`config.mk`:
```
export PLATFORM = sky130hd
export DESIGN_NAME = pwm_fade_ramp_core
export DESIGN_NICKNAME = d
export VERILOG_FILES = /design/src/rtl/pfr_pkg.sv /design/src/rtl/pwm_fade_ramp_core.sv
export SDC_FILE = /design/constraint.sdc
export NUM_CORES = 1
export LEC_CHECK = 0
export ABC_AREA = 1
export ABC_CLOCK_PERIOD_IN_PS = 14300
export BUFFER_PORTS_ARGS = -buffer_cell sky130_fd_sc_hd__buf_2
export CAP_MARGIN = 5
export CORE_MARGIN = 3
export CORE_UTILIZATION = 55
export CTS_BUF_LIST = sky130_fd_sc_hd__clkbuf_16
export CTS_CLUSTER_DIAMETER = 80
export DETAILED_ROUTE_END_ITERATION = 16
export PLACE_DENSITY = 0.76
export SLEW_MARGIN = 20
export SYNTH_ARGS = -nofsm -noshare
export SYNTH_HDL_FRONTEND = slang
export SYNTH_SLANG_ARGS = --single-unit
```
`constraint.sdc`:
```
create_clock -name clk -period 14.3 [get_ports clk]
set_input_delay 4.29 -clock clk [delete_from_list [all_inputs] [get_ports clk]]
set_output_delay 4.29 -clock clk [all_outputs]
set_load 0.01 [all_outputs]
```
`src/rtl/pfr_pkg.sv`:
```
`default_nettype none
// ----------------------------------------------------------------------------
// pfr_pkg
// Shared types and constants for the multichannel PWM fade ramp.
// ----------------------------------------------------------------------------
package pfr_pkg;

  // Number of fade channels held in state.
  localparam int Channels = 8;
  // The channel field is three bits wide, so at most eight channels are walked.
  localparam int Lanes    = (Channels < 8) ? Channels : 8;
  localparam int ChIdxW   = (Channels > 1) ? $clog2(Channels) : 1;
  localparam int CntW     = $clog2(Lanes + 1);

  localparam int ChW      = 3;
  localparam int LevelW   = 8;
  localparam int SpeedW   = 3;
  localparam int ActionW  = 2;
  localparam int CipW     = 4;

  localparam logic [SpeedW-1:0] MaxSpeed = 3'd5;

  // APB register map
  localparam int AddrW    = 3;
  localparam int DataW    = 32;
  localparam int RegIdxW  = AddrW - 2;
  localparam logic [RegIdxW-1:0] RegChannelsInUse = '0;

  typedef enum logic [ActionW-1:0] {
    ACT_TICK = 2'd0,
    ACT_FADE = 2'd1,
    ACT_SET  = 2'd2,
    ACT_NONE = 2'd3
  } action_t;

  typedef enum logic [2:0] {
    ST_IDLE  = 3'b001,
    ST_SCAN  = 3'b010,
    ST_FLUSH = 3'b100
  } state_t;

endpackage : pfr_pkg
`default_nettype wire

```
`src/rtl/pwm_fade_ramp_core.sv`:
```
`default_nettype none
// ----------------------------------------------------------------------------
// pwm_fade_ramp_core
// Multichannel PWM brightness fader with per-channel slew limiting.
// ----------------------------------------------------------------------------
// A fade or set command on the slave stream (kind in s_tuser) updates one
// channel's goal and speed. A tick walks the channels in use one per cycle,
// unless a waiting result stalls it, through a single shared step unit
// (compare, subtract, shift and add), moves each channel whose level differs
// from its goal one step, and emits one (channel, level) transaction per
// changed channel, the final one with tlast set. A tick keeps s_tready low
// while it walks the channels in use (channels_in_use, capped at eight) and
// flushes its final result, including while the master side holds tready low
// with a result waiting. The walk is bounded by the one step unit.
// ----------------------------------------------------------------------------
module pwm_fade_ramp_core (
  input  wire logic        clk,
  input  wire logic        rst,
  // slave stream
  input  wire logic        s_tvalid,
  output logic             s_tready,
  input  wire logic [15:0] s_tdata,   // [2:0] channel, [10:3] target, [13:11] speed
  input  wire logic [1:0]  s_tuser,   // [1:0] action
  // master stream
  output logic             m_tvalid,
  input  wire logic        m_tready,
  output logic [15:0]      m_tdata,   // [2:0] channel_res, [10:3] level
  output logic             m_tlast,
  // APB configuration
  input  wire logic                        psel,
  input  wire logic                        penable,
  input  wire logic                        pwrite,
  input  wire logic [pfr_pkg::AddrW-1:0]   paddr,
  input  wire logic [pfr_pkg::DataW-1:0]   pwdata,
  output logic      [pfr_pkg::DataW-1:0]   prdata,
  output logic                             pready
);

  // channel state
  logic [pfr_pkg::LevelW-1:0] level_q [pfr_pkg::Channels];
  logic [pfr_pkg::LevelW-1:0] goal_q  [pfr_pkg::Channels];
  logic [pfr_pkg::SpeedW-1:0] rate_q  [pfr_pkg::Channels];
  logic [pfr_pkg::CipW-1:0]   channels_in_use;

  pfr_pkg::state_t            state;
  logic [pfr_pkg::CntW-1:0]   cnt;
  logic [pfr_pkg::CntW-1:0]   limit;

  // result waiting to learn whether it is the last of the tick
  logic                       pend_valid;
  logic [pfr_pkg::ChW-1:0]    pend_ch;
  logic [pfr_pkg::LevelW-1:0] pend_level;

  logic [pfr_pkg::ChW-1:0]    out_ch;
  logic [pfr_pkg::LevelW-1:0] out_level;

  // command decode
  pfr_pkg::action_t           in_action;
  logic [pfr_pkg::ChW-1:0]    in_ch;
  logic [pfr_pkg::LevelW-1:0] in_target;
  logic [pfr_pkg::SpeedW-1:0] in_speed;
  logic                       in_hit;
  logic                       in_ch_ok;
  logic [pfr_pkg::ChIdxW-1:0] in_idx;

  // shared step unit
  logic [pfr_pkg::ChIdxW-1:0] ci;
  logic [pfr_pkg::LevelW-1:0] cur;
  logic [pfr_pkg::LevelW-1:0] gl;
  logic [pfr_pkg::SpeedW-1:0] rt;
  logic                       down;
  logic [pfr_pkg::LevelW-1:0] diff;
  logic [pfr_pkg::LevelW-1:0] inc;
  logic [pfr_pkg::LevelW-1:0] step;
  logic [pfr_pkg::LevelW-1:0] nxt;
  logic                       changed;

  logic                       out_free;
  logic                       out_load;
  logic                       scan_done;
  logic                       stall;
  logic                       cfg_wr;
  logic [pfr_pkg::RegIdxW-1:0] reg_idx;

  assign s_tready  = (state == pfr_pkg::ST_IDLE);
  assign in_hit    = s_tvalid && s_tready;
  assign in_action = pfr_pkg::action_t'(s_tuser);
  assign in_ch     = s_tdata[2:0];
  assign in_target = s_tdata[10:3];
  assign in_speed  = s_tdata[13:11];
  assign in_ch_ok  = (32'(in_ch) < 32'(pfr_pkg::Channels));
  assign in_idx    = pfr_pkg::ChIdxW'(in_ch);

  assign m_tdata   = {5'd0, out_level, out_ch};

  // APB
  assign pready  = 1'b1;
  assign reg_idx = paddr[pfr_pkg::AddrW-1:2];
  assign cfg_wr  = psel && penable && pwrite && pready;
  assign prdata  = (reg_idx == pfr_pkg::RegChannelsInUse)
                 ? {{(pfr_pkg::DataW-pfr_pkg::CipW){1'b0}}, channels_in_use}
                 : '0;

  assign limit = (32'(channels_in_use) > pfr_pkg::Lanes)
               ? pfr_pkg::CntW'(pfr_pkg::Lanes)
               : pfr_pkg::CntW'(channels_in_use);

  always_comb begin
    ci      = pfr_pkg::ChIdxW'(cnt);
    cur     = level_q[ci];
    gl      = goal_q[ci];
    rt      = rate_q[ci];
    down    = cur > gl;
    diff    = down ? (cur - gl) : (gl - cur);
    inc     = pfr_pkg::LevelW'(9'd1 << (rt - 3'd1));
    step    = (diff < inc) ? 8'd1 : inc;
    changed = (cur != gl);
    if (rt == '0) begin
      nxt = gl;
    end else if (down) begin
      nxt = cur - step;
    end else begin
      nxt = cur + step;
    end
  end

  assign out_free  = !m_tvalid || m_tready;
  assign scan_done = !(cnt < limit);
  assign stall     = !scan_done && changed && pend_valid && !out_free;
  assign out_load  = ((state == pfr_pkg::ST_SCAN) && !scan_done && changed && !stall
                      && pend_valid)
                   || ((state == pfr_pkg::ST_FLUSH) && pend_valid && out_free);

  always_ff @(posedge clk) begin
    if (rst) begin
      state           <= pfr_pkg::ST_IDLE;
      cnt             <= '0;
      pend_valid      <= 1'b0;
      m_tvalid        <= 1'b0;
      m_tlast         <= 1'b0;
      channels_in_use <= '0;
      for (int i = 0; i < pfr_pkg::Channels; i++) begin
        level_q[i] <= '0;
        goal_q[i]  <= '0;
        rate_q[i]  <= '0;
      end
    end else begin
      if (cfg_wr && reg_idx == pfr_pkg::RegChannelsInUse) begin
        channels_in_use <= pwdata[pfr_pkg::CipW-1:0];
      end
      // load the next result, else drop a taken one
      if (out_load) begin
        m_tvalid <= 1'b1;
      end else if (m_tready) begin
        m_tvalid <= 1'b0;
      end

      unique case (state)
        pfr_pkg::ST_IDLE: begin
          if (in_hit) begin
            unique case (in_action)
              pfr_pkg::ACT_TICK: begin
                state      <= pfr_pkg::ST_SCAN;
                cnt        <= '0;
                pend_valid <= 1'b0;
              end
              pfr_pkg::ACT_FADE: begin
                if (in_ch_ok && in_speed <= pfr_pkg::MaxSpeed) begin
                  goal_q[in_idx] <= in_target;
                  rate_q[in_idx] <= in_speed;
                end
              end
              pfr_pkg::ACT_SET: begin
                if (in_ch_ok) begin
                  goal_q[in_idx] <= in_target;
                  rate_q[in_idx] <= '0;
                end
              end
              default: begin
              end
            endcase
          end
        end
        pfr_pkg::ST_SCAN: begin
          if (scan_done) begin
            state <= pfr_pkg::ST_FLUSH;
          end else if (!changed) begin
            cnt <= cnt + 1'b1;
          end else if (!stall) begin
            level_q[ci] <= nxt;
            pend_ch     <= pfr_pkg::ChW'(cnt);
            pend_level  <= nxt;
            pend_valid  <= 1'b1;
            cnt         <= cnt + 1'b1;
            // a later change means the held result is not the last one
            if (pend_valid) begin
              m_tlast   <= 1'b0;
              out_ch    <= pend_ch;
              out_level <= pend_level;
            end
          end
        end
        pfr_pkg::ST_FLUSH: begin
          if (!pend_valid) begin
            state <= pfr_pkg::ST_IDLE;
          end else if (out_free) begin
            m_tlast    <= 1'b1;
            out_ch     <= pend_ch;
            out_level  <= pend_level;
            pend_valid <= 1'b0;
            state      <= pfr_pkg::ST_IDLE;
          end
        end
        default: begin
          state <= pfr_pkg::ST_IDLE;
        end
      endcase
    end
  end

`ifndef SYNTHESIS
  a_idle_no_pending: assert property (@(posedge clk) disable iff (rst)
    (state == pfr_pkg::ST_IDLE) |-> !pend_valid)
    else $error("pending result left over in idle");

  a_cnt_bounded: assert property (@(posedge clk) disable iff (rst)
    (state == pfr_pkg::ST_SCAN) |-> (cnt <= limit))
    else $error("scan counter past channel limit");

  a_stall_holds: assert property (@(posedge clk) disable iff (rst)
    (state == pfr_pkg::ST_SCAN && stall) |=> ($stable(cnt) && pend_valid))
    else $error("scan advanced while output was blocked");

  a_flush_last: assert property (@(posedge clk) disable iff (rst)
    (state == pfr_pkg::ST_FLUSH && pend_valid && out_free)
      |=> (state == pfr_pkg::ST_IDLE && m_tvalid && m_tlast))
    else $error("final result of tick not marked last");
`endif

endmodule : pwm_fade_ramp_core
`default_nettype wire
```
==> results of run 1 <==
-- Yosys cell counts, types with 2 or more instances --
master,count,area [µm²]
nand2_1,123,462
inv_2,5,18.8
ha_1,36,450
o21ai_1,8,40.0
buf_4,38,285
o21ai_0,97,485
o21ai_2,7,61.3
o221ai_1,4,35.0
a21oi_1,40,200
xor2_1,9,78.8
buf_2,16,80.1
o22ai_1,32,200
xnor2_1,5,43.8
nor2_2,4,25.0
nand2_2,13,81.3
inv_1,128,480
nand4_1,7,43.8
clkbuf_1,21,78.8
nor3_1,7,35.0
o21a_1,2,15.0
dfxtp_1,17,340
nand3_1,21,105
fa_1,3,60.1
a211oi_1,3,22.5
conb_1,2,7.51
nor2_1,261,980
edfxtp_1,174,5230
-- registers in the layout, summed over array words and instances (netlist names), named ones only --
signal and cells:
goal_q 64, level_q 64, rate_q 24, out_level 8, pend_level 8, channels_in_use 4, cnt 4, out_ch 3
pend_ch 3, state 3, m_tlast 1, m_tvalid 1, pend_valid 1
-- metal layers --
metal / vias to the layer above / share of wire [%] / GRT usage [%]
li1: 3620 / - / -
met3: 45 / 7.3 / 3.70
met4: 0 / 2.1 / 8.26
met2: 325 / 49 / 37.6
met1: 3501 / 42 / 30.0
met5: - / 0 / 0
-- critical path, stage by stage --
cell,delay [ns]
buf_2,0.12
nor2_1,0.10
buf_2,0.13
-- final cells by class --
cell class	instances	area, µm²
Inverter	133	499
Clock inverter	15	160
Multi-Input combinational cell	727	3650
Sequential cell	191	5570
Fill cell	1423	6750
Tap cell	225	282
Clock buffer	17	425
Timing Repair Buffer	50	263
-- logic make-up after synthesis --
family,Yosys count,synth area share [%]
adders and majority gates,39,5.08
and+or+nand+nor,441,17.7
DFF,191,55.3
xor gates and xnor gates,14,1.22
muxes,1,0.0995
buffers and inverters,210,9.53
other,2,0.0747
AOI/OAI and AO/OA,198,10.9
-- metrics by stage --
stage / instance area [µm²] / setup slack [ns] / hold WS, ns / utilization [%] / instances
finish: 10900 / 5.37 / 0.420 / 61.7 / 1358
global route: 10900 / 5.21 / 0.427 / 61.7 / 1358
CTS: 10900 / 5.37 / 0.423 / 61.7 / 1358
detailed placement: 10300 / 5.37 / 0.406 / 58.3 / 1326
global placement: 10300 / 5.38 / 0.402 / 58.3 / 1326
floorplan: 10200 / 5.55 / 0.400 / - / 1128
-- how the worst max path moves through the flow --
stage	slack, ns	endpoint	from	cells after the start
4_1_cts	5.37	prdata[0]	paddr[2]	3
3_5_place_dp	5.37	prdata[0]	paddr[2]	3
6_report	5.37	prdata[2]	paddr[2]	3
5_1_grt	5.21	level_q[5][6]$_SDFFCE_PN0P_	flip-flop	40
2_1_floorplan	5.55	prdata[0]	paddr[2]	1
3_3_place_gp	5.38	prdata[2]	paddr[2]	3
==> results.cfg, run 1 <==
[clocking]
clock_tree.htree_level_count = 4
ctsLongestPathBuffers = 2
cts.clk_slew.worst_paths_ns = 0.07
cts_sinks = 191
cts.root.buffer_cell = clkbuf_16
cts-buffers-inserted = 17
cts_resized = 0
clock_latency_ns = 0.44
cts_stage_hold_buffer_count = 0
post_cts.repair.setup_buffers = 0
tritoncts = done

[logic_synthesis]
ys_dominant_reg_cell = edfxtp_1
ys_async_sr_fraction_pct = 0
synth.cell_area_um2 = 10100
postSynthAreaPerCell_um2 = 9.18
synth-warning-count = 0
netlist_instances = 1096
synth.distinct_cells = 40
synth_enable_flop_cells = 174
synth.ff_latch_count = 191
synth_seq_area_share_pct = 55.3

[sta]
timing.max_slew.rel_slack_pct = 34.2
timing.final.max_slew_violations = 0
worst-slew-pin-transition_ns = 0.983
fin_crit_ns = 8.93
final.period_utilization_pct = 62.5
final_count_of_hold_timing_violations = 0
report.final.setup_viol = 0
grt_setup_unrepaired = no
fin_skew_ns = 0.00648
totalNegativeSetupSlack_ns = 0
achievable_clock_frequency_ghz = 0.112

[critical_path]
worstRegToRegCells = 40
worst_ep_arrival_time_ns = 4.64
crit_path_start_kind = primary input
timing.setup.critical_path_class = in2out
ff2ff_setup_slack_ns = 5.91
r2r-end = level_q[5][6]$_SDFFCE_PN0P_
cp_max_fo = 5
required_ns = 10.01
critical_path.endpoint_type = output pin

[detailed_routing]
drtIter0Drc = 707
firstDrtPassIters = 8
remaining_drc_errors = 0
routedWlPerCell_um = 16.3
routed_wirelength_mm = 22.2
avgViaCountPerCell = 5.52
antenna_violating_nets_left = 0
dr_total_vias = 7491

[die]
rows = 48
floorplan.core_area_um2 = 17600
fp.dieArea_um2 = 19900
initial_utilization_pct = 57.2
floorplan.die.width_um = 141
floorplan.die.height_um = 141
floorplan.io_pins = 112

[worst_hold_path]
worst_min_delay_path_category = reg2reg
hold_start = pend_ch[1]$_DFFE_PP_
end_point_of_the_most_critical_hold_path = out_ch[1]$_DFFE_PP_
holdPathStages = 0

[grt]
grt_antenna_before_repair = 0
grt_pass1_vias = 7083
grt.overflow.total = 0
grt_pass1_wl_mm = 35.1
maximum_number_of_pins_on_one_net_before_global_route_repair = 78
grt_use_total_pct = 22.6

[place]
routabilityCongestion = 0.954
port_buffers = 45
hpwl_mm = 14.7

[layout]
antenna_cells_inserted = 0
layout-drive-gt1-share_pct = 10.2
final_common_cell = nor2_1
layout.cells.most_common_list = nor2_1, edfxtp_1, inv_1
design.final.nets = 1219
area.growth.synth_to_final_pct = 7.87

[run_status]
outcome = complete, no violations

[job]
max_cap_violations = 0
Power of run 1 is not shown: default switching activity piles up to over one toggle a cycle in this logic, so the estimate is an artifact.
==> run 2: changes to the inputs <==
Settings changed: ABC_CLOCK_PERIOD_IN_PS 14300 to 7200, CORE_UTILIZATION 55 to 53.
Clock period 14.3 ns to 7.2 ns, I/O delays scaled along.
==> run 2 against run 1 <==
Wire length rose by 4.6%. Sequential share of layout area fell by 1.3 points. Register-to-register slack got worse by 5.5 ns. Setup slack got worse by 4.9 ns. Sequential cell count did not move.
==> results.cfg, run 2 (synthesis results as in run 1) <==
[layout]
layout.cells.most_common_list = nor2_1, edfxtp_1, inv_1
design.final.nets = 1244
final_common_cell = nor2_1
finalCoreUtilization_pct = 60.7
area.growth.synth_to_final_pct = 10.7
largestRegisters = goal_q (64), level_q (64), rate_q (24)
layout-drive-gt1-share_pct = 12.7
antenna_cells_inserted = 0

[sta]
hold_ws_ns = 0.420
final_count_of_hold_timing_violations = 0
final.period_utilization_pct = 94.1
achievable_clock_frequency_ghz = 0.148
fin_crit_ns = 6.77
report.final.setup_viol = 0
fin_skew_ns = 0.00973
worst-slew-pin-transition_ns = 0.982
timing.final.max_slew_violations = 0
timing.max_slew.rel_slack_pct = 34.3

[die]
floorplan.io_pins = 112
floorplan.die.width_um = 144
fp.dieArea_um2 = 20700
floorplan.die.height_um = 144
rows = 49
floorplan.core_area_um2 = 18300
initial_utilization_pct = 54.9

[critical_path]
worst_ep_arrival_time_ns = 7.07
timing.setup.critical_path_class = reg2reg
cpPeakStageDelay_ns = 0.39
worstRegToRegCells = 41
critical_path.endpoint_type = flip-flop
r2r-end = level_q[0][6]$_SDFFCE_PN0P_
cp_slowest_cell = ha_1
crit_path_start_kind = flip-flop
cp_max_fo = 29
required_ns = 7.49
ff2ff_setup_slack_ns = 0.43

[clocking]
cts.root.buffer_cell = clkbuf_16
clock_latency_ns = 0.44
cts-buffers-inserted = 17
ctsLongestPathBuffers = 2
cts_sinks = 191
clock_tree.htree_level_count = 4
cts.clk_slew.worst_paths_ns = 0.07
tritoncts = done

[run_status]
outcome = complete, no violations

[detailed_routing]
drtIter0Drc = 975
antenna_violating_nets_left = 0
remaining_drc_errors = 0
avgViaCountPerCell = 5.54
firstDrtPassIters = 6
dr_total_vias = 7688
routed_wirelength_mm = 23.2
routedWlPerCell_um = 16.7

[worst_hold_path]
holdPathStages = 0
worst_min_delay_path_category = reg2reg
end_point_of_the_most_critical_hold_path = out_ch[0]$_DFFE_PP_
hold_start = pend_ch[0]$_DFFE_PP_

[job]
max_cap_violations = 0

[grt]
grt_use_total_pct = 22.8
grt_pass1_wl_mm = 36.2
grt.overflow.total = 0
grt_antenna_before_repair = 0
grt_pass1_vias = 7306
maximum_number_of_pins_on_one_net_before_global_route_repair = 33

[place]
port_buffers = 45
hpwl_mm = 15.7
routabilityCongestion = 0.897
[run 2: per-stage QoR]
stage	std cells	setup TNS (ns)	instance area [µm²]	setup slack (ns)
after floorplan	1128	0	10200	0.839
after global placement	1351	0	10400	0.261
final	1387	0	11100	0.426
after detailed placement	1351	0	10400	0.0396
after global routing	1387	-0.922	11100	-0.135
after CTS	1383	0	11000	0.0431
[run 2: area by class of cell]
cell class	count	area [µm²]
clock buffers	17	425
clock inverters	15	169
fillers	1434	7200
inverters	133	499
multi-input cells	727	3690
flip-flops and latches	191	5570
well taps	229	287
repair buffers	75	489
[run 2: worst max-delay path by stage]
stage          cells after the start  slack [ns]                           to
2_1_floorplan                     43        0.84  level_q[0][6]$_SDFFCE_PN0P_
5_1_grt                           40       -0.14  level_q[6][6]$_SDFFCE_PN0P_
3_3_place_gp                      39        0.26  level_q[5][6]$_SDFFCE_PN0P_
6_report                          41        0.43  level_q[0][6]$_SDFFCE_PN0P_
3_5_place_dp                      39        0.04  level_q[1][6]$_SDFFCE_PN0P_
4_1_cts                           40        0.04  level_q[0][6]$_SDFFCE_PN0P_
[run 2: worst max-delay path: cells and delay by family, from the launching register on]
family,cells,cell delay (ns)
compound gates,14,2.28
xor+xnor,2,0.34
fa+ha+maj,4,1.30
buf+inv,10,1.28
flops,1,0.34
simple gates,11,1.06
[run 2: per-layer routing]
| metal | vias to the layer above | GRT usage [%] | part of all wire [%] |
|---|---|---|---|
| li1 | 3662 | - | - |
| met1 | 3570 | 29.6 | 40 |
| met2 | 403 | 38.2 | 49 |
| met3 | 53 | 3.86 | 7.9 |
| met4 | 0 | 9.12 | 2.5 |
| met5 | - | 0 | 0 |
[run 2: repair_timing]
item,in CTS,in global routing
pin swaps,0,3
setup endpoints to repair,8,54
resized for setup,1,23
hold buffers,0,0
hold endpoints to repair,0,0
gates cloned,0,0
buffers inserted,0,4
Power of run 2 is left out for the same reason.
